**config.mk**
```make
export PLATFORM = sky130hd
export DESIGN_NAME = git_tree_object_parser_unit
export DESIGN_NICKNAME = d
export VERILOG_FILES = /design/src/hw/rtl/gtp_pkg.sv /design/src/hw/rtl/gtp_in_reg.sv /design/src/hw/rtl/gtp_parse.sv /design/src/hw/rtl/gtp_out_reg.sv /design/src/hw/rtl/git_tree_object_parser_unit.sv
export SDC_FILE = /design/constraint.sdc
export NUM_CORES = 1
export LEC_CHECK = 0
export ABC_AREA = 1
export BUFFER_PORTS_ARGS = -buffer_cell sky130_fd_sc_hd__clkbuf_2
export CAP_MARGIN = 20
export CORE_AREA = 2 2 102 202
export CTS_CLUSTER_SIZE = 24
export DETAILED_ROUTE_END_ITERATION = 12
export DIE_AREA = 0 0 104 204
export PLACE_DENSITY = 0.82
export SLEW_MARGIN = 10
export SYNTH_ARGS = -nofsm -noshare
export SYNTH_HDL_FRONTEND = slang
export SYNTH_SLANG_ARGS = --single-unit
```
**constraint.sdc**
```tcl
create_clock -name clk -period 7.5 [get_ports clk]
set_input_delay 1.5 -clock clk [delete_from_list [all_inputs] [get_ports clk]]
set_output_delay 1.5 -clock clk [all_outputs]
set_load 0.05 [all_outputs]
```
**src/hw/rtl/gtp_pkg.sv**
```systemverilog
`timescale 1ns / 1ps
// ----------------------------------------------------------------------------
// gtp_pkg: shared types and constants of the tree object parser
// Byte classes, error codes, entry types, header text and known mode values.
// ----------------------------------------------------------------------------
package gtp_pkg;

  localparam int SIZE_FIELD_CHARS_DEF = 25;
  localparam int MODE_FIELD_CHARS_DEF = 10;
  localparam int ID_BYTES_DEF         = 20;

  localparam int HDR_LEN     = 5;
  localparam int SIZE_W      = 32;
  localparam int CNT_W       = 33;
  localparam int MODE_W      = 30;

  localparam logic [7:0] CH_NUL   = 8'h00;
  localparam logic [7:0] CH_SPACE = 8'h20;
  localparam logic [7:0] CH_ZERO  = 8'h30;
  localparam logic [7:0] CH_SEVEN = 8'h37;
  localparam logic [7:0] CH_NINE  = 8'h39;

  localparam logic [MODE_W-1:0] MODE_TREE    = 30'o040000;
  localparam logic [MODE_W-1:0] MODE_REG     = 30'o100644;
  localparam logic [MODE_W-1:0] MODE_EXEC    = 30'o100755;
  localparam logic [MODE_W-1:0] MODE_LINK    = 30'o120000;
  localparam logic [MODE_W-1:0] MODE_GITLINK = 30'o160000;

  typedef enum logic [2:0] {
    CLS_HEADER    = 3'd0,
    CLS_SIZE_DIG  = 3'd1,
    CLS_SIZE_NUL  = 3'd2,
    CLS_MODE_DIG  = 3'd3,
    CLS_MODE_SPC  = 3'd4,
    CLS_NAME      = 3'd5,
    CLS_NAME_NUL  = 3'd6,
    CLS_ID        = 3'd7
  } byte_class_t;

  typedef enum logic [2:0] {
    ERR_NONE      = 3'd0,
    ERR_HEADER    = 3'd1,
    ERR_SIZE      = 3'd2,
    ERR_MISMATCH  = 3'd3,
    ERR_MODE      = 3'd4,
    ERR_GITLINK   = 3'd5,
    ERR_UNKNOWN   = 3'd6,
    ERR_TRUNC     = 3'd7
  } err_code_t;

  typedef enum logic [1:0] {
    ET_TREE = 2'd0,
    ET_REG  = 2'd1,
    ET_EXEC = 2'd2,
    ET_LINK = 2'd3
  } entry_type_t;

  typedef struct packed {
    logic [7:0] byte_in;
    logic       last_byte;
  } gtp_item_t;

  typedef struct packed {
    byte_class_t byte_class;
    logic [7:0]  byte_out;
    logic        entry_done;
    entry_type_t entry_type;
    err_code_t   error_code;
    logic        object_done;
  } gtp_result_t;

  function automatic logic [7:0] hdr_char(input logic [2:0] idx);
    logic [7:0] c;
    case (idx)
      3'd0: c = 8'h74;
      3'd1: c = 8'h72;
      3'd2: c = 8'h65;
      3'd3: c = 8'h65;
      default: c = CH_SPACE;
    endcase
    return c;
  endfunction

endpackage

```
**src/hw/rtl/gtp_in_reg.sv**
```systemverilog
`timescale 1ns / 1ps
// ----------------------------------------------------------------------------
// gtp_in_reg: input register stage
// Captures one request per cycle while in_ready; holds it until parse takes it.
// ----------------------------------------------------------------------------
module gtp_in_reg
  import gtp_pkg::*;
(
  input  logic      clk,
  input  logic      rst_n,
  input  logic      in_valid,
  output logic      in_ready,
  input  gtp_item_t in_item,
  input  logic      take,
  output logic      valid,
  output gtp_item_t item
);

  logic      valid_r, valid_nxt;
  gtp_item_t item_r, item_nxt;

  assign in_ready = !valid_r || take;

  always_comb begin
    valid_nxt = valid_r;
    item_nxt  = item_r;
    if (in_ready) begin
      valid_nxt = in_valid;
      if (in_valid) begin
        item_nxt = in_item;
      end
    end
  end

  always_ff @(posedge clk) begin
    if (!rst_n) begin
      valid_r <= 1'b0;
    end else begin
      valid_r <= valid_nxt;
    end
    item_r <= item_nxt;
  end

  assign valid = valid_r;
  assign item  = item_r;

endmodule

```
**src/hw/rtl/gtp_parse.sv**
```systemverilog
`timescale 1ns / 1ps
// ----------------------------------------------------------------------------
// gtp_parse: tree object phase logic
// Holds the parse state and works out the result for the registered byte.
// ----------------------------------------------------------------------------
module gtp_parse
  import gtp_pkg::*;
#(
  parameter int SIZE_FIELD_CHARS = SIZE_FIELD_CHARS_DEF,
  parameter int MODE_FIELD_CHARS = MODE_FIELD_CHARS_DEF,
  parameter int ID_BYTES         = ID_BYTES_DEF
) (
  input  logic        clk,
  input  logic        rst_n,
  input  logic        step,
  input  gtp_item_t   item,
  output gtp_result_t res
);

  localparam int FC_M1  = (SIZE_FIELD_CHARS > ID_BYTES) ? SIZE_FIELD_CHARS : ID_BYTES;
  localparam int FC_M2  = (FC_M1 > MODE_FIELD_CHARS) ? FC_M1 : MODE_FIELD_CHARS;
  localparam int FC_MAX = (FC_M2 > HDR_LEN) ? FC_M2 : HDR_LEN;
  localparam int FC_W   = $clog2(FC_MAX + 1);

  typedef enum logic [4:0] {
    PH_HEADER = 5'b00001,
    PH_SIZE   = 5'b00010,
    PH_MODE   = 5'b00100,
    PH_NAME   = 5'b01000,
    PH_ID     = 5'b10000
  } phase_t;

  phase_t            phase_r, phase_nxt;
  logic [FC_W-1:0]   fc_r, fc_nxt;
  logic [SIZE_W-1:0] size_r, size_nxt;
  logic [CNT_W-1:0]  cnt_r, cnt_nxt;
  logic [MODE_W-1:0] mode_r, mode_nxt;
  err_code_t         err_r, err_nxt;
  logic              seen_r, seen_nxt;

  logic [7:0]        b;
  logic              is_dec, is_oct;
  logic [35:0]       size_acc;
  err_code_t         flag_code;
  err_code_t         err_out;
  byte_class_t       cls;
  entry_type_t       etype;
  logic              done;
  logic              mode_ok;
  logic              size_ended, clean;

  assign b        = item.byte_in;
  assign is_dec   = b inside {[CH_ZERO:CH_NINE]};
  assign is_oct   = b inside {[CH_ZERO:CH_SEVEN]};
  assign size_acc = {1'b0, size_r, 3'b000} + {3'b000, size_r, 1'b0} + {32'd0, b[3:0]};

  always_comb begin
    phase_nxt = phase_r;
    fc_nxt    = fc_r;
    size_nxt  = size_r;
    cnt_nxt   = cnt_r;
    mode_nxt  = mode_r;
    err_nxt   = err_r;
    seen_nxt  = seen_r;
    flag_code = ERR_NONE;
    cls       = CLS_HEADER;
    etype     = ET_TREE;
    done      = 1'b0;
    mode_ok   = 1'b1;

    if ((phase_r inside {PH_MODE, PH_NAME, PH_ID}) && cnt_r != '1) begin
      cnt_nxt = cnt_r + CNT_W'(1);
    end

    case (phase_r)
      PH_HEADER: begin
        cls = CLS_HEADER;
        if (b != hdr_char(fc_r[2:0])) begin
          flag_code = ERR_HEADER;
        end
        if (fc_r >= FC_W'(HDR_LEN - 1)) begin
          phase_nxt = PH_SIZE;
          fc_nxt    = '0;
        end else begin
          fc_nxt = fc_r + FC_W'(1);
        end
      end
      PH_SIZE: begin
        if (b == CH_NUL) begin
          cls = CLS_SIZE_NUL;
          if (!seen_r) begin
            flag_code = ERR_SIZE;
          end
          phase_nxt = PH_MODE;
          fc_nxt    = '0;
          mode_nxt  = '0;
        end else begin
          cls = CLS_SIZE_DIG;
          if (fc_r >= FC_W'(SIZE_FIELD_CHARS)) begin
            flag_code = ERR_SIZE;
          end else begin
            fc_nxt = fc_r + FC_W'(1);
          end
          if (is_dec) begin
            seen_nxt = 1'b1;
            if (size_acc[35:32] != 4'd0) begin
              flag_code = ERR_SIZE;
            end else begin
              size_nxt = size_acc[31:0];
            end
          end else begin
            flag_code = ERR_SIZE;
          end
        end
      end
      PH_MODE: begin
        if (b == CH_SPACE) begin
          cls = CLS_MODE_SPC;
          if (fc_r == '0) begin
            flag_code = ERR_MODE;
          end
          phase_nxt = PH_NAME;
          fc_nxt    = '0;
        end else begin
          cls = CLS_MODE_DIG;
          if (fc_r >= FC_W'(MODE_FIELD_CHARS)) begin
            flag_code = ERR_MODE;
          end else begin
            fc_nxt = fc_r + FC_W'(1);
          end
          if (is_oct) begin
            mode_nxt = {mode_r[MODE_W-4:0], b[2:0]};
          end else begin
            flag_code = ERR_MODE;
          end
        end
      end
      PH_NAME: begin
        if (b == CH_NUL) begin
          cls       = CLS_NAME_NUL;
          phase_nxt = PH_ID;
          fc_nxt    = '0;
        end else begin
          cls = CLS_NAME;
        end
      end
      PH_ID: begin
        cls = CLS_ID;
        if (fc_r >= FC_W'(ID_BYTES - 1)) begin
          if (mode_r == MODE_TREE) begin
            etype = ET_TREE;
          end else if (mode_r == MODE_REG) begin
            etype = ET_REG;
          end else if (mode_r == MODE_EXEC) begin
            etype = ET_EXEC;
          end else if (mode_r == MODE_LINK) begin
            etype = ET_LINK;
          end else if (mode_r == MODE_GITLINK) begin
            flag_code = ERR_GITLINK;
            mode_ok   = 1'b0;
          end else begin
            flag_code = ERR_UNKNOWN;
            mode_ok   = 1'b0;
          end
          if (mode_ok && err_r == ERR_NONE) begin
            done = 1'b1;
          end else begin
            etype = ET_TREE;
          end
          phase_nxt = PH_MODE;
          fc_nxt    = '0;
          mode_nxt  = '0;
        end else begin
          fc_nxt = fc_r + FC_W'(1);
        end
      end
      default: begin
        phase_nxt = PH_HEADER;
        fc_nxt    = '0;
      end
    endcase

    if (err_r == ERR_NONE && flag_code != ERR_NONE) begin
      err_nxt = flag_code;
    end
  end

  assign size_ended = phase_nxt inside {PH_MODE, PH_NAME, PH_ID};
  assign clean      = (phase_nxt == PH_MODE) && (fc_nxt == '0);

  always_comb begin
    err_out = err_nxt;
    if (item.last_byte) begin
      if (err_nxt == ERR_HEADER || err_nxt == ERR_SIZE) begin
        err_out = err_nxt;
      end else if (size_ended && cnt_nxt != {1'b0, size_nxt}) begin
        err_out = ERR_MISMATCH;
      end else if (err_nxt == ERR_NONE && !clean) begin
        err_out = ERR_TRUNC;
      end
    end
  end

  assign res.byte_class  = cls;
  assign res.byte_out    = b;
  assign res.entry_done  = done;
  assign res.entry_type  = etype;
  assign res.error_code  = err_out;
  assign res.object_done = item.last_byte;

  always_ff @(posedge clk) begin
    if (!rst_n) begin
      phase_r <= PH_HEADER;
      fc_r    <= '0;
      size_r  <= '0;
      cnt_r   <= '0;
      mode_r  <= '0;
      err_r   <= ERR_NONE;
      seen_r  <= 1'b0;
    end else if (step) begin
      if (item.last_byte) begin
        phase_r <= PH_HEADER;
        fc_r    <= '0;
        size_r  <= '0;
        cnt_r   <= '0;
        mode_r  <= '0;
        err_r   <= ERR_NONE;
        seen_r  <= 1'b0;
      end else begin
        phase_r <= phase_nxt;
        fc_r    <= fc_nxt;
        size_r  <= size_nxt;
        cnt_r   <= cnt_nxt;
        mode_r  <= mode_nxt;
        err_r   <= err_nxt;
        seen_r  <= seen_nxt;
      end
    end
  end

  a_done_no_err: assert property (@(posedge clk) disable iff (!rst_n)
    step && res.entry_done && !res.object_done |-> res.error_code == ERR_NONE)
    else $error("entry_done raised with an error pending");

  a_done_on_id: assert property (@(posedge clk) disable iff (!rst_n)
    step && res.entry_done |-> res.byte_class == CLS_ID)
    else $error("entry_done outside an id byte");

  a_restart: assert property (@(posedge clk) disable iff (!rst_n)
    step && item.last_byte |=> phase_r == PH_HEADER && fc_r == '0 && cnt_r == '0
      && err_r == ERR_NONE)
    else $error("parser did not restart after the last byte");

  a_err_sticky: assert property (@(posedge clk) disable iff (!rst_n)
    step && !item.last_byte && err_r != ERR_NONE |=> err_r == $past(err_r))
    else $error("latched error changed inside an object");

endmodule

```
**src/hw/rtl/gtp_out_reg.sv**
```systemverilog
`timescale 1ns / 1ps
// ----------------------------------------------------------------------------
// gtp_out_reg: result register stage
// Holds one result until the receiver takes it; frees itself on the take.
// ----------------------------------------------------------------------------
module gtp_out_reg
  import gtp_pkg::*;
(
  input  logic        clk,
  input  logic        rst_n,
  input  logic        load,
  input  gtp_result_t res_in,
  output logic        space,
  output logic        out_valid,
  input  logic        out_ready,
  output gtp_result_t res
);

  logic        valid_r, valid_nxt;
  gtp_result_t res_r, res_nxt;

  assign space = !valid_r || out_ready;

  always_comb begin
    valid_nxt = valid_r;
    res_nxt   = res_r;
    if (space) begin
      valid_nxt = load;
      if (load) begin
        res_nxt = res_in;
      end
    end
  end

  always_ff @(posedge clk) begin
    if (!rst_n) begin
      valid_r <= 1'b0;
    end else begin
      valid_r <= valid_nxt;
    end
    res_r <= res_nxt;
  end

  assign out_valid = valid_r;
  assign res       = res_r;

endmodule

```
**src/hw/rtl/git_tree_object_parser_unit.sv**
```systemverilog
`timescale 1ns / 1ps
// ----------------------------------------------------------------------------
// git_tree_object_parser_unit: streaming tree object parser
// One byte of a serialized tree object enters per request; each request gives
// one result with the byte's class, the echoed byte and the parse status.
//
// Input channel in_*: in_byte_in and in_last_byte, marking the object's end.
// Result channel out_*: byte class, byte, entry_done/entry_type on the last
// id byte of a good entry, the latched error code (final when
// out_object_done is high) and out_object_done.
// Path: an accepted request is registered in the input register, then its
// result in the result register, where out_valid rises.
// Throughput: one byte per cycle while out_ready does not hold the result
// register, set by the single pass of phase logic between the two registers.
// Reset: the parser starts in the header phase with no error latched; it
// also returns there on its own after each byte marked last.
// Stall: while out_ready is low the result register holds, the input register
// takes one more request and then in_ready drops until the result is taken.
// ----------------------------------------------------------------------------
module git_tree_object_parser_unit
  import gtp_pkg::*;
#(
  parameter int SIZE_FIELD_CHARS = SIZE_FIELD_CHARS_DEF,
  parameter int MODE_FIELD_CHARS = MODE_FIELD_CHARS_DEF,
  parameter int ID_BYTES         = ID_BYTES_DEF
) (
  input  logic       clk,
  input  logic       rst_n,
  input  logic       in_valid,
  output logic       in_ready,
  input  logic [7:0] in_byte_in,
  input  logic       in_last_byte,
  output logic       out_valid,
  input  logic       out_ready,
  output logic [2:0] out_byte_class,
  output logic [7:0] out_byte_out,
  output logic       out_entry_done,
  output logic [1:0] out_entry_type,
  output logic [2:0] out_error_code,
  output logic       out_object_done
);

  gtp_item_t   in_item, s1_item;
  gtp_result_t parse_res, out_res;
  logic        s1_valid, out_space, take;

  assign in_item.byte_in   = in_byte_in;
  assign in_item.last_byte = in_last_byte;
  assign take              = s1_valid && out_space;

  gtp_in_reg u_in_reg (
    .clk      (clk),
    .rst_n    (rst_n),
    .in_valid (in_valid),
    .in_ready (in_ready),
    .in_item  (in_item),
    .take     (take),
    .valid    (s1_valid),
    .item     (s1_item)
  );

  gtp_parse #(
    .SIZE_FIELD_CHARS (SIZE_FIELD_CHARS),
    .MODE_FIELD_CHARS (MODE_FIELD_CHARS),
    .ID_BYTES         (ID_BYTES)
  ) u_parse (
    .clk   (clk),
    .rst_n (rst_n),
    .step  (take),
    .item  (s1_item),
    .res   (parse_res)
  );

  gtp_out_reg u_out_reg (
    .clk       (clk),
    .rst_n     (rst_n),
    .load      (take),
    .res_in    (parse_res),
    .space     (out_space),
    .out_valid (out_valid),
    .out_ready (out_ready),
    .res       (out_res)
  );

  assign out_byte_class  = out_res.byte_class;
  assign out_byte_out    = out_res.byte_out;
  assign out_entry_done  = out_res.entry_done;
  assign out_entry_type  = out_res.entry_type;
  assign out_error_code  = out_res.error_code;
  assign out_object_done = out_res.object_done;

endmodule
```
Word level (Yosys, flattened, before mapping)
Index checks and enable logic that the tools add are counted.

$add $sub $neg: 4. Magnitude comparators: 7. Equal/unequal tests: 27. Mux-type cells: 72. Bitwise operators: 3. Reductions and logical operators: 36.

Operator list (number): 32-bit 2-to-1 mux (5); 30-bit 2-to-1 mux (5); 30-bit by 16-bit == test with 1-bit output, second input constant (4); 30-bit case mux with 3 select lines (1); 5-bit 2-to-1 mux (14); 33-bit 2-to-1 mux (2); 3-bit 2-to-1 mux (17); 5-bit case mux with 5 select lines (2); 35-bit by 33-bit adder with 36-bit output (1); 36-bit by 4-bit adder with 36-bit output (1); 33-bit by 1-bit adder with 33-bit output, second input constant (1); 33-bit by 32-bit inequality test with 1-bit output (1); 33-bit inequality test, second input constant (1); 30-bit by 15-bit == test with 1-bit output, second input constant (1); 3-bit case mux with 4 select lines (2); 7-bit case mux with 3 select lines (1); 2-bit 2-to-1 mux (9); 8-bit by 6-bit <= comparator with 1-bit output, second input constant (2); 1-bit 2-to-1 mux (13); 5-bit by 3-bit == test with 1-bit output, second input constant (2); 5-bit by 4-bit == test with 1-bit output, second input constant (2); 5-bit == test, second input constant (2); 5-bit greater-or-equal comparator, second input constant (2); 5-bit zero test (2); 29 further kinds (56).

Flip-flop bits (word level): 138. Bits of input ports: 13. Output and inout bits: 20. Word-level logic and storage cells: 167.

Logic depth before layout (Yosys ltp)
Depth after elaboration: 17. Mapped depth: 31. Depth with buffers taken out: 31.

Cells and area by module
A second synthesis with hierarchy kept.

Cell total of the unflattened synthesis: 1651. Area total of the unflattened synthesis: 10651.5 um^2.

Modules (own cells, without submodules): gtp_parse (times used 1, cells each 1608, area each 9730.6 um^2, sequential area each 2182.1 um^2); gtp_out_reg (times used 1, cells each 25, area each 591.8 um^2, sequential area each 560.5 um^2); gtp_in_reg (times used 1, cells each 16, area each 321.6 um^2, sequential area each 290.3 um^2); git_tree_object_parser_unit (times used 1, cells each 2, area each 7.5 um^2, sequential area each 0.0 um^2).

Worst setup path before layout
OpenSTA, ideal clock, no wires.

Path kind: register to register. Start: register u_in_reg.item_r (netlist bit u_in_reg.item[4]). End: register u_out_reg.res_r (netlist bit u_out_reg.res[1]) (data pin). Library setup time: 253 ps. Arrival: 3429 ps. Data required time: 7247 ps. Slack: 3818 ps. Cell stages (with the launch flop): 32. Path buffers: 1. Clock period less this slack: 3682 ps. Path through: edfxtp_1 -> inv_1 -> fa_1 -> inv_1 -> fa_1 -> nand3_1 -> nand2_1 -> nand2_1 -> nand2_1 -> nand2_1 -> nand2_2 -> nand2_2 -> nand2_1 -> nand2_2 -> nand3_4 -> nor2_8 -> nand2_2 -> nor2_4 -> buf_6 -> nand2_1 -> nand2_1 -> inv_2 -> nand2_1 -> nand3_1 -> nor2_1 -> nand2_1 -> nor2_1 -> nand2_1 -> nand2_1 -> nand2_1 -> nand2_1 -> nand2_1.

RTL lines: from (decl) (RTL line gtp_in_reg.sv:20) `gtp_item_t item_r, item_nxt;`; from (signal assigned) (RTL line gtp_in_reg.sv:41) `item_r <= item_nxt;`; to (signal assigned) (RTL line gtp_out_reg.sv:41) `res_r <= res_nxt;`; to (decl) (RTL line gtp_out_reg.sv:20) `gtp_result_t res_r, res_nxt;`.

==> flow_summary.toml <==
[finish]
postLayoutCellArea_sq_mm = 0.0115
area_delta_synth_final_pct = 8.51
finalNonFillerCells = 1913
fill_cells = 1906
num_antenna_cells = 0
seqCellArea_sq_mm = 0.00303
multi_input_area_sq_mm = 0.00657
fin_nets = 1723
drive_above_1_share = 0.0775

[die]
core_area_sq_mm = 0.0197
start_util = 0.536
die_h_um = 204
die_w_um = 104
dieArea_sq_mm = 0.0212
io_pins = 33
rows = 73

[pwr]
clockPowerShare = 0.494
swShare = 0.241
p_leak_nw = 5.05
pwr-share-seq = 0.451
p_int_mw = 1.31
combPwrFrac = 0.055
ir_drop_v = 0.000188
power_density_mw_per_mm2 = 151
p_switching_mw = 0.416

[logic_synthesis]
seq_area_frac_synth = 0.287
synth-edff-count = 27
synth_nets = 1716
synth.distinct_cells = 52
netlist_area_sq_mm = 0.0106
synth_ff_type = "dfxtp_1"
postSynthCellCount = 1631
ys_warn_count = 0
postSynth.asyncResetShare = 0
synth_seq_cells = 138
syn_area_per_cell_sq_um = 6.48

[critical_path]
critPathRequiredTime_ps = 7690
cp-start-kind = "register"
cp.arrival_ps = 4900
path_class = "register to register"
cp_max_fo = 36
critPathMaxStageDelay_ps = 540
setup.worst_path.end_class = "register"
crit_path_frequent_cell = "nand2_1"
cpMaxStageDelayCell = "fa_1"

[cts]
postCtsHoldBufs = 0
insertion_delay_ps = 440
numCtsBuffers = 17
clk_pin_slew_ps = 60
cts_setup_buffers = 0
cts-htree-levels = 4
cts_sinks = 138
clockRootBuffer = "clkbuf_16"
cts_tree = "built"
cts.repair.resized = 0
cts_buffer_depth = 2

[grt]
grt_usage = 0.326
antenna_found_initial = 0
grt_pass1_vias = 10900
grt_overflow = 0
grt_max_degree = 68
grt_pass1_wl_um = 54200

[placement]
dp.cells = 1880
gp_congestion = 1.03
placed_area_sq_mm = 0.0109
portBuffers = 32
place_hpwl_um = 26200

[route]
drt-total-wl_um = 33800
drc_errors = 0
routedWlPerCell_um = 17.7
via_per_inst = 5.74
first_pass_iters = 5
ant_nets = 0
first_iter_violations = 729
vias = 11000

[timing]
rsz0062_at_grt = "no"
worst_pin_slew_ps = 939
setup-violations-final = 0
period_needed_ps = 4710
final-max-slew-violation-count = 0
relSlewSlack = 0.372
hold_violations = 0
holdWs_ps = 466
max_freq_ghz = 0.212
finalCritPeriodShare = 0.628
fin_skew_ps = 8.57
tns_ps = 0

[hold_path]
hp-class = "register to register"

[run_status]
status = "completed"

[run]
cap_viol_max_count = 0
==> sequential cells by signal, indices dropped and copies added (netlist names) <==
signal / cells
u_parse.cnt_r: 33
u_parse.size_r: 32
u_parse.mode_r: 30
u_out_reg.res: 18
u_in_reg.item: 9
u_parse.fc_r: 5
u_parse.phase_r: 5
u_parse.err_r: 3
u_in_reg.valid: 1
u_out_reg.out_valid: 1
u_parse.seen_r: 1
==> cells by family after synthesis <==
| family | after synthesis | synth area share |
|---|---|---|
| AO/OA/AOI/OAI | 233 | 0.121 |
| XOR/XNOR | 58 | 0.0481 |
| adder cells (fa/ha/maj) | 72 | 0.0867 |
| buffers and inverters | 245 | 0.0922 |
| flip-flops | 138 | 0.287 |
| AND/OR/NAND/NOR | 885 | 0.364 |
==> worst max-delay path, delay by kind of cell (launching register included) <==
| kind | cells | cell delay [ps] |
|---|---|---|
| adders and majority gates | 2 | 1010 |
| AOI/OAI and AO/OA | 2 | 590 |
| DFF | 1 | 390 |
| buffers and inverters | 2 | 170 |
| and+or+nand+nor | 20 | 2300 |
==> synthesized netlist by cell type, drive strengths merged (7+ instances only) <==
library cell | instances | area share
nand4 | 36 | 0.021
a211oi | 11 | 0.0078
nor3 | 28 | 0.014
ha | 70 | 0.083
nor4 | 16 | 0.011
a21oi | 147 | 0.070
clkbuf | 38 | 0.013
o21bai | 8 | 0.0057
xor2 | 36 | 0.030
o211ai | 7 | 0.0050
dfxtp | 111 | 0.21
edfxtp | 27 | 0.077
nand2 | 541 | 0.20
nor2 | 140 | 0.054
inv | 193 | 0.069
nand3 | 109 | 0.055
o21ai | 41 | 0.020
xnor2 | 22 | 0.018
buf | 13 | 0.0098
==> layout make-up <==
type                    instances  area share
flip-flops and latches        138       0.265
clock buffers                  20      0.0381
inverters                     194      0.0635
clock inverters                12      0.0130
well taps                     262      0.0286
repair buffers                 39      0.0192
multi-input cells            1248       0.573
==> layout by cell type, fill, tap and decap left out, types with 6 or more instances in the layout <==
cell type  count
a211oi_1      11
a21oi_1      145
buf_4          6
clkbuf_16     17
clkbuf_2      32
dfxtp_1      111
edfxtp_1      27
ha_1          70
inv_1        182
inv_2         11
nand2_1      518
nand2_2       20
nand3_1      105
nand4_1       36
nor2_1       126
nor2_2        11
nor3_1        26
nor4_1        15
o211ai_1       7
o21ai_0       34
o21ai_1        6
o21bai_1       8
o22ai_1        6
xnor2_1       22
xor2_1        36
==> per-stage QoR <==
stage | setup WS, ps | util | total power, mW
floorplan | 3820 | - | 0.859
global placement | 3010 | 0.551 | 0.886
finish | 2790 | 0.581 | 1.73
CTS | 2860 | 0.580 | 1.73
global route | 2390 | 0.581 | 1.77
detailed placement | 2850 | 0.551 | 0.887
==> routing by layer <==
metal / global-route usage / up-vias / routed length [um]
met5: 0 / - / 0
met4: 0.320 / 0 / 3830
met3: 0.0501 / 208 / 1360
met2: 0.616 / 398 / 17900
met1: 0.282 / 5023 / 10700
li1: - / 5352 / -
==> path summary, 6_finish.rpt <==
check                           cells past startpoint  slack, ps          endpoint             start
worst max-delay path                               26       2790  u_out_reg.res[2]  u_in_reg.item[4]
worst min-delay path                                2        470    u_parse.seen_r    u_parse.seen_r
worst max register to register                     26       2790  u_out_reg.res[2]  u_in_reg.item[4]
worst min register to register                      2        470    u_parse.seen_r    u_parse.seen_r
==> power groups by stage <==
| stage | registers [mW] | clock network (mW) | logic, mW |
|---|---|---|---|
| final | 0.778 | 0.853 | 0.0951 |
| after global routing | 0.779 | 0.888 | 0.103 |
| after CTS | 0.778 | 0.856 | 0.0936 |
| after detailed placement | 0.794 | 0 | 0.0929 |
| after global placement | 0.794 | 0 | 0.0917 |
| after floorplan | 0.807 | 0 | 0.0516 |
Note: power is estimated with default switching activity, not from simulation.
